### src/rtl/spa_pkg.sv
// Shared types and constants of the slot pool allocator.
// Used by spa_ctrl, spa_datapath and slot_pool_allocator_top; depends on nothing.
package spa_pkg;

  localparam int unsigned POOL_SLOTS = 1024;
  localparam int unsigned SLOT_W     = 11;
  localparam int unsigned IDX_W      = $clog2(POOL_SLOTS);
  localparam int unsigned CNT_W      = IDX_W + 1;
  localparam int unsigned DSZ_W      = 8;
  localparam int unsigned ADDR_W     = 48;
  localparam int unsigned PROD_W     = SLOT_W + DSZ_W;
  localparam int unsigned CFG_IDX_W  = 2;
  localparam int unsigned CFG_DATA_W = ADDR_W;

  localparam logic [SLOT_W-1:0] NO_SLOT = SLOT_W'(POOL_SLOTS);

  // request codes
  localparam logic [1:0] MODE_ALLOC = 2'd0;
  localparam logic [1:0] MODE_FREE  = 2'd1;
  localparam logic [1:0] MODE_QUERY = 2'd2;

  // result status codes
  localparam logic [1:0] STAT_OK        = 2'd0;
  localparam logic [1:0] STAT_EXHAUSTED = 2'd1;
  localparam logic [1:0] STAT_OVERFLOW  = 2'd2;
  localparam logic [1:0] STAT_INVALID   = 2'd3;

  // configuration register indexes
  localparam logic [CFG_IDX_W-1:0] CFG_CAPACITY  = 2'd0;
  localparam logic [CFG_IDX_W-1:0] CFG_DESC_SIZE = 2'd1;
  localparam logic [CFG_IDX_W-1:0] CFG_HEAP_BASE = 2'd2;

  localparam logic [SLOT_W-1:0] CAPACITY_RST  = '0;
  localparam logic [DSZ_W-1:0]  DESC_SIZE_RST = 8'd32;
  localparam logic [ADDR_W-1:0] HEAP_BASE_RST = '0;

  typedef enum logic [1:0] {
    ST_IDLE,
    ST_EXEC,
    ST_MUL,
    ST_DONE
  } state_e;

  typedef struct packed {
    logic capture;
    logic exec;
    logic mul;
    logic load;
  } cmd_t;

  typedef struct packed {
    logic out_free;
  } stat_t;

endpackage

### src/rtl/spa_ctrl.sv
// Sequencer of the slot pool allocator: takes a request beat and steps it
// through execute, multiply and result load. Depends on spa_pkg.
module spa_ctrl (
  input  logic           clk_i,
  input  logic           rst_ni,
  input  logic           in_valid_i,
  output logic           in_stall_o,
  input  spa_pkg::stat_t stat_i,
  output spa_pkg::cmd_t  cmd_o
);

  spa_pkg::state_e state_q, state_d;

  always_ff @(posedge clk_i or negedge rst_ni) begin
    if (!rst_ni) begin
      state_q <= spa_pkg::ST_IDLE;
    end else begin
      state_q <= state_d;
    end
  end

  always_comb begin
    state_d = state_q;
    unique case (state_q)
      spa_pkg::ST_IDLE: begin
        if (in_valid_i) state_d = spa_pkg::ST_EXEC;
      end
      spa_pkg::ST_EXEC: state_d = spa_pkg::ST_MUL;
      spa_pkg::ST_MUL:  state_d = spa_pkg::ST_DONE;
      spa_pkg::ST_DONE: begin
        // hold until the output register can take the result
        if (stat_i.out_free) state_d = spa_pkg::ST_IDLE;
      end
      default: state_d = spa_pkg::ST_IDLE;
    endcase
  end

  always_comb begin
    in_stall_o    = 1'b1;
    cmd_o         = '0;
    unique case (state_q)
      spa_pkg::ST_IDLE: begin
        in_stall_o    = 1'b0;
        cmd_o.capture = in_valid_i;
      end
      spa_pkg::ST_EXEC: cmd_o.exec = 1'b1;
      spa_pkg::ST_MUL:  cmd_o.mul  = 1'b1;
      spa_pkg::ST_DONE: cmd_o.load = stat_i.out_free;
      default: ;
    endcase
  end

`ifndef ASSERT_OFF
  a_accept_exec: assert property (@(posedge clk_i) disable iff (!rst_ni)
    (in_valid_i && !in_stall_o) |=> (state_q == spa_pkg::ST_EXEC))
    else $error("accepted beat did not start execution");

  a_done_hold: assert property (@(posedge clk_i) disable iff (!rst_ni)
    (state_q == spa_pkg::ST_DONE && !stat_i.out_free) |=> (state_q == spa_pkg::ST_DONE))
    else $error("result dropped while output register busy");
`endif

endmodule

### config.mk
export PLATFORM = sky130hd
export DESIGN_NAME = spa_ctrl
export DESIGN_NICKNAME = d
export VERILOG_FILES = /design/src/rtl/spa_pkg.sv /design/src/rtl/spa_ctrl.sv
export SDC_FILE = /design/constraint.sdc
export NUM_CORES = 1
export LEC_CHECK = 0
export ABC_AREA = 1
export BUFFER_PORTS_ARGS = -buffer_cell sky130_fd_sc_hd__buf_2
export CORE_AREA = 2 2 39 41
export CTS_BUF_LIST = sky130_fd_sc_hd__clkbuf_16
export CTS_CLUSTER_DIAMETER = 100
export CTS_CLUSTER_SIZE = 30
export DETAILED_ROUTE_END_ITERATION = 10
export DIE_AREA = 0 0 41 43
export PLACE_DENSITY = 0.33
export REMOVE_ABC_BUFFERS = 1
export SKIP_CTS_REPAIR_TIMING = 1
export SLEW_MARGIN = 30
export SYNTH_ARGS = -nofsm -noshare
export SYNTH_HDL_FRONTEND = slang
export SYNTH_SLANG_ARGS = --single-unit
### constraint.sdc
create_clock -name clk_i -period 1.1 [get_ports clk_i]
set_input_delay 0.11 -clock clk_i [delete_from_list [all_inputs] [get_ports clk_i]]
set_output_delay 0.11 -clock clk_i [all_outputs]
set_load 0.02 [all_outputs]
# Yosys cells after proc, flatten, opt, wreduce, memory -nomap -nowiden
# Index checks and enable logic that the tools add are counted.
[op_classes]
n_lt_le_gt_ge = 0
add_sub_neg = 0
n_eq_ne = 5
div = 0
reduce_logical = 2
mux = 8
mul = 0
bitwise = 0
shifts = 0
[ops]
columns = ["operator", "n"]
rows = [
  ["one-hot mux 2 bit (4 select lines)", 1],
  ["two-way mux 1 bit", 5],
  ["== test 2 bit (second input constant)", 2],
  ["two-way mux 2 bit", 2],
  ["inequality test 2 bit (second input constant)", 2],
  ["== test 2 x 1 -> 1 bit (second input constant)", 1],
  ["zero test 2 bit", 1],
  ["AND reduction 2 bit", 1],
]
[totals]
ram_bits = 0
mem_bits_ro = 0
latch_bits = 0
register_bits = 2
mem_count = 0
input_bits = 4

# Depth between registers and ports, before layout
[logic_depth]
word_depth = 3
ltp_mapped = 6
depth_no_buf = 6

# Worst setup path after synthesis
# OpenSTA, ideal clock, no wires.
[synth_path]
kind = "register -> register"
from = "reg state_q[0]"
to = "reg state_q[0]"
setup_ns = 0.117
required_time_ns = 0.983
arrival_ns = 0.937
period_less_slack_ns = 1.054
n_path_buf = 0
path_stages_with_launch = 7
setup_slack_ns = 0.046
cell_sequence = "dfrtp_1 inv_1 ha_1 inv_1 nand2_1 nand3_1 nand2_1"
[synth_between]
elab_chain_len = 3
elab_cells_between_ends = 8
cone_classes = "5 x eq/ne; 1 x mux; 2 x reduce/logical"
[synth_rtl]
columns = ["item", "line_no", "source"]
rows = [
  ["from (decl)", "spa_ctrl.sv:12", "spa_pkg::state_e state_q, state_d;"],
  ["from (signal assigned)", "spa_ctrl.sv:16", "state_q <= spa_pkg::ST_IDLE;"],
  ["from (signal assigned)", "spa_ctrl.sv:18", "state_q <= state_d;"],
  ["== test 2 bit or zero test 2 bit (tied branches)", "spa_ctrl.sv:24", "unique case (state_q)"],
  ["inequality test 2 bit (no source line)", "n/a", ""],
  ["AND reduction 2 bit (no source line)", "n/a", ""],
]
# Parallel ways exist; a longest one is shown, timed or not.
# A chain may end at the register's enable or synchronous reset.

==> run metrics <==
post-synthesis average cell area=roughly 7 sq um; Initial Utilization=between 10 and 15%; DIE AREA=approximately 0.0018 sq mm; PortBufs=8; Layout Skew=0.000965 ns; startpoint types=register; Root Driver=clkbuf_16; outcome=finished, violations left; actual slew at the worst max-slew pin=around 0.13 ns; Synth top area share=31.1%; Biggest register=state_q; FP Rows=14; vias in the first global route=roughly 170; area leader, netlist=ha_1; max-cap viol count=0; CP Max Fanout=4; drt via density=roughly 3.4; Core Region=roughly 0.0014 sq mm; RSZ-0062 raised after global routing=yes; period utilisation layout=109%; Top Registers=state_q: 2 flops; Lkg Pwr=about 0.24 nW; initial antenna violation count=0; Sinks on Clock Net=2; routed vias=between 150 and 200; Crit-path slowest cell=dfrtp_2; Placer Congestion=about 0.67; Post-DP HPWL=about 290 um; CTS clock-pin slew for the worst setup and hold paths=roughly 0.030 ns; endpoints failing setup=5; Final Slew Violations=0; CP Cell Sequence=inv_2 > ha_4 > nand2_2 > inv_2 > buf_6; drt total wl=between 400 and 500 um; fill cell count=150; grt total ovfl=0; TNS Setup=-0.429 ns; Final Critical Period=1.20 ns; Unique masters post-synth=6; first-pass GRT wire length=655 um; post-synthesis cell count=28; Crit path max-delay family=flip-flops; synthesis-stage register bit count=2; PD cells=roughly 3500 mW/mm^2; Total GRT Usage=between 5 and 6%; final net count=54; Buf+Inv Stages, Crit Path=3; fmax=between 0.8 and 0.9 GHz; most frequent cells in the layout=inv_1 (6), nand2_1 (6), buf_6 (5); Req. time, crit path=0.99 ns; fin cells=between 50 and 60; P&R area growth vs syn=111%; most used cell, CP=inv_2; htree depth=1; RR Endpoint=state_q[1]$_DFFE_PN0P_; WS Path Type=reg2out; Placed Cells=53; Yosys warning total=0; Mapped Area=approximately 200 sq um; Critical Path AT=roughly 1.1 ns; register area share after synthesis=between 20% and 30%; DR WL/cell=approximately 7.7 um; worst reg2reg setup slack=0.01 ns; largest cells by area after synthesis=ha_1 (31%), dfrtp_1 (25%), inv_1 (17%); Fin. Hold Viols=0; hold crit path type=in2async; largest net degree at the start of global routing=5; Detail Route Antenna Nets=0; number of flip-flops in the largest register=2; layout cells sized above 1=about three fifths; PnR worst setup slack=-0.0965 ns; Clock Tree Buf Depth=2; worst skew pair latency=approximately 0.22 ns; Rel. slew slack=91.3%; CTS tree=done; Die Y=43 um; worst r2r src=state_q[0]$_DFFE_PN0P_; failing checks=negative setup slack; Critical Path End Type=output pin; R2R depth=7; n_diodes=0; VDD IR-drop max=1570 uV; Initial DRC Count=1; CP max stage delay=between 0.4 and 0.5 ns; num ports=9; Die W=roughly 41 um; 1st-pass router iterations=2; DRC=0; Num CTS Buffers=3; Tot Pwr=~1.5 mW
-- kinds of logic after synthesis --
group,share of synthesized area [%]
adder cells (fa/ha/maj),31.1
buffers and inverters,16.8
flip-flops,24.8
AND/OR/NAND/NOR,27.3
-- layout make-up --
cell class,count,area [sq um],area share [%]
sequential,2,51.3,12.1
timing repair buffer,12,101,23.9
clock buffer,3,75.1,17.7
inverter,9,33.8,7.96
multi-input combinational,17,143,33.6
tap,16,20.0,4.72
-- cell usage after synthesis --
master,number
ha_1,5
nand2_2,3
dfrtp_1,2
nand2_1,7
inv_1,9
nand3_1,2
-- how the worst max path moves through the flow --
| stage | from | to | slack (ns) | cells past startpoint |
|---|---|---|---|---|
| after floorplan | state_q[0]$_DFFE_PN0P_ | state_q[0]$_DFFE_PN0P_ | 0.05 | 6 |
| after detailed placement | state_q[1]$_DFFE_PN0P_ | cmd_o[3] | -0.003 | 5 |
| final | state_q[0]$_DFFE_PN0P_ | cmd_o[3] | -0.1 | 5 |
| after CTS | state_q[1]$_DFFE_PN0P_ | cmd_o[3] | -0.24 | 5 |
| after global placement | state_q[0]$_DFFE_PN0P_ | state_q[1]$_DFFE_PN0P_ | -0.009 | 6 |
| after global routing | state_q[0]$_DFFE_PN0P_ | cmd_o[3] | -0.16 | 5 |
-- where the power goes --
part	internal (mW)	switching, mW
Sequential	0.120	0.0473
Combinational	0.390	0.395
Clock	0.462	0.0787
Total	0.972	0.521
-- layer usage --
| layer | wire [um] | track usage, % | vias to the layer above |
|---|---|---|---|
| met1 | 200 | 7.72 | 86 |
| met5 | 0 | 0 | - |
| li1 | - | - | 109 |
| met3 | 14 | 1.57 | 0 |
| met2 | 238 | 6.56 | 4 |
| met4 | 0 | 6.00 | 0 |
-- per-stage QoR --
step | cell area, sq um | hold WS [ns] | utilization, % | worst slack [ns]
after floorplan | 201 | -0.186 | - | 0.0460
after detailed placement | 269 | -0.104 | 19.4 | -0.00312
after global routing | 424 | 0.221 | 30.7 | -0.155
final | 424 | 0.207 | 30.7 | -0.0965
after global placement | 269 | -0.103 | 19.4 | -0.00915
after CTS | 344 | -0.332 | 24.9 | -0.240
Note: power is estimated with default switching activity, not from simulation.
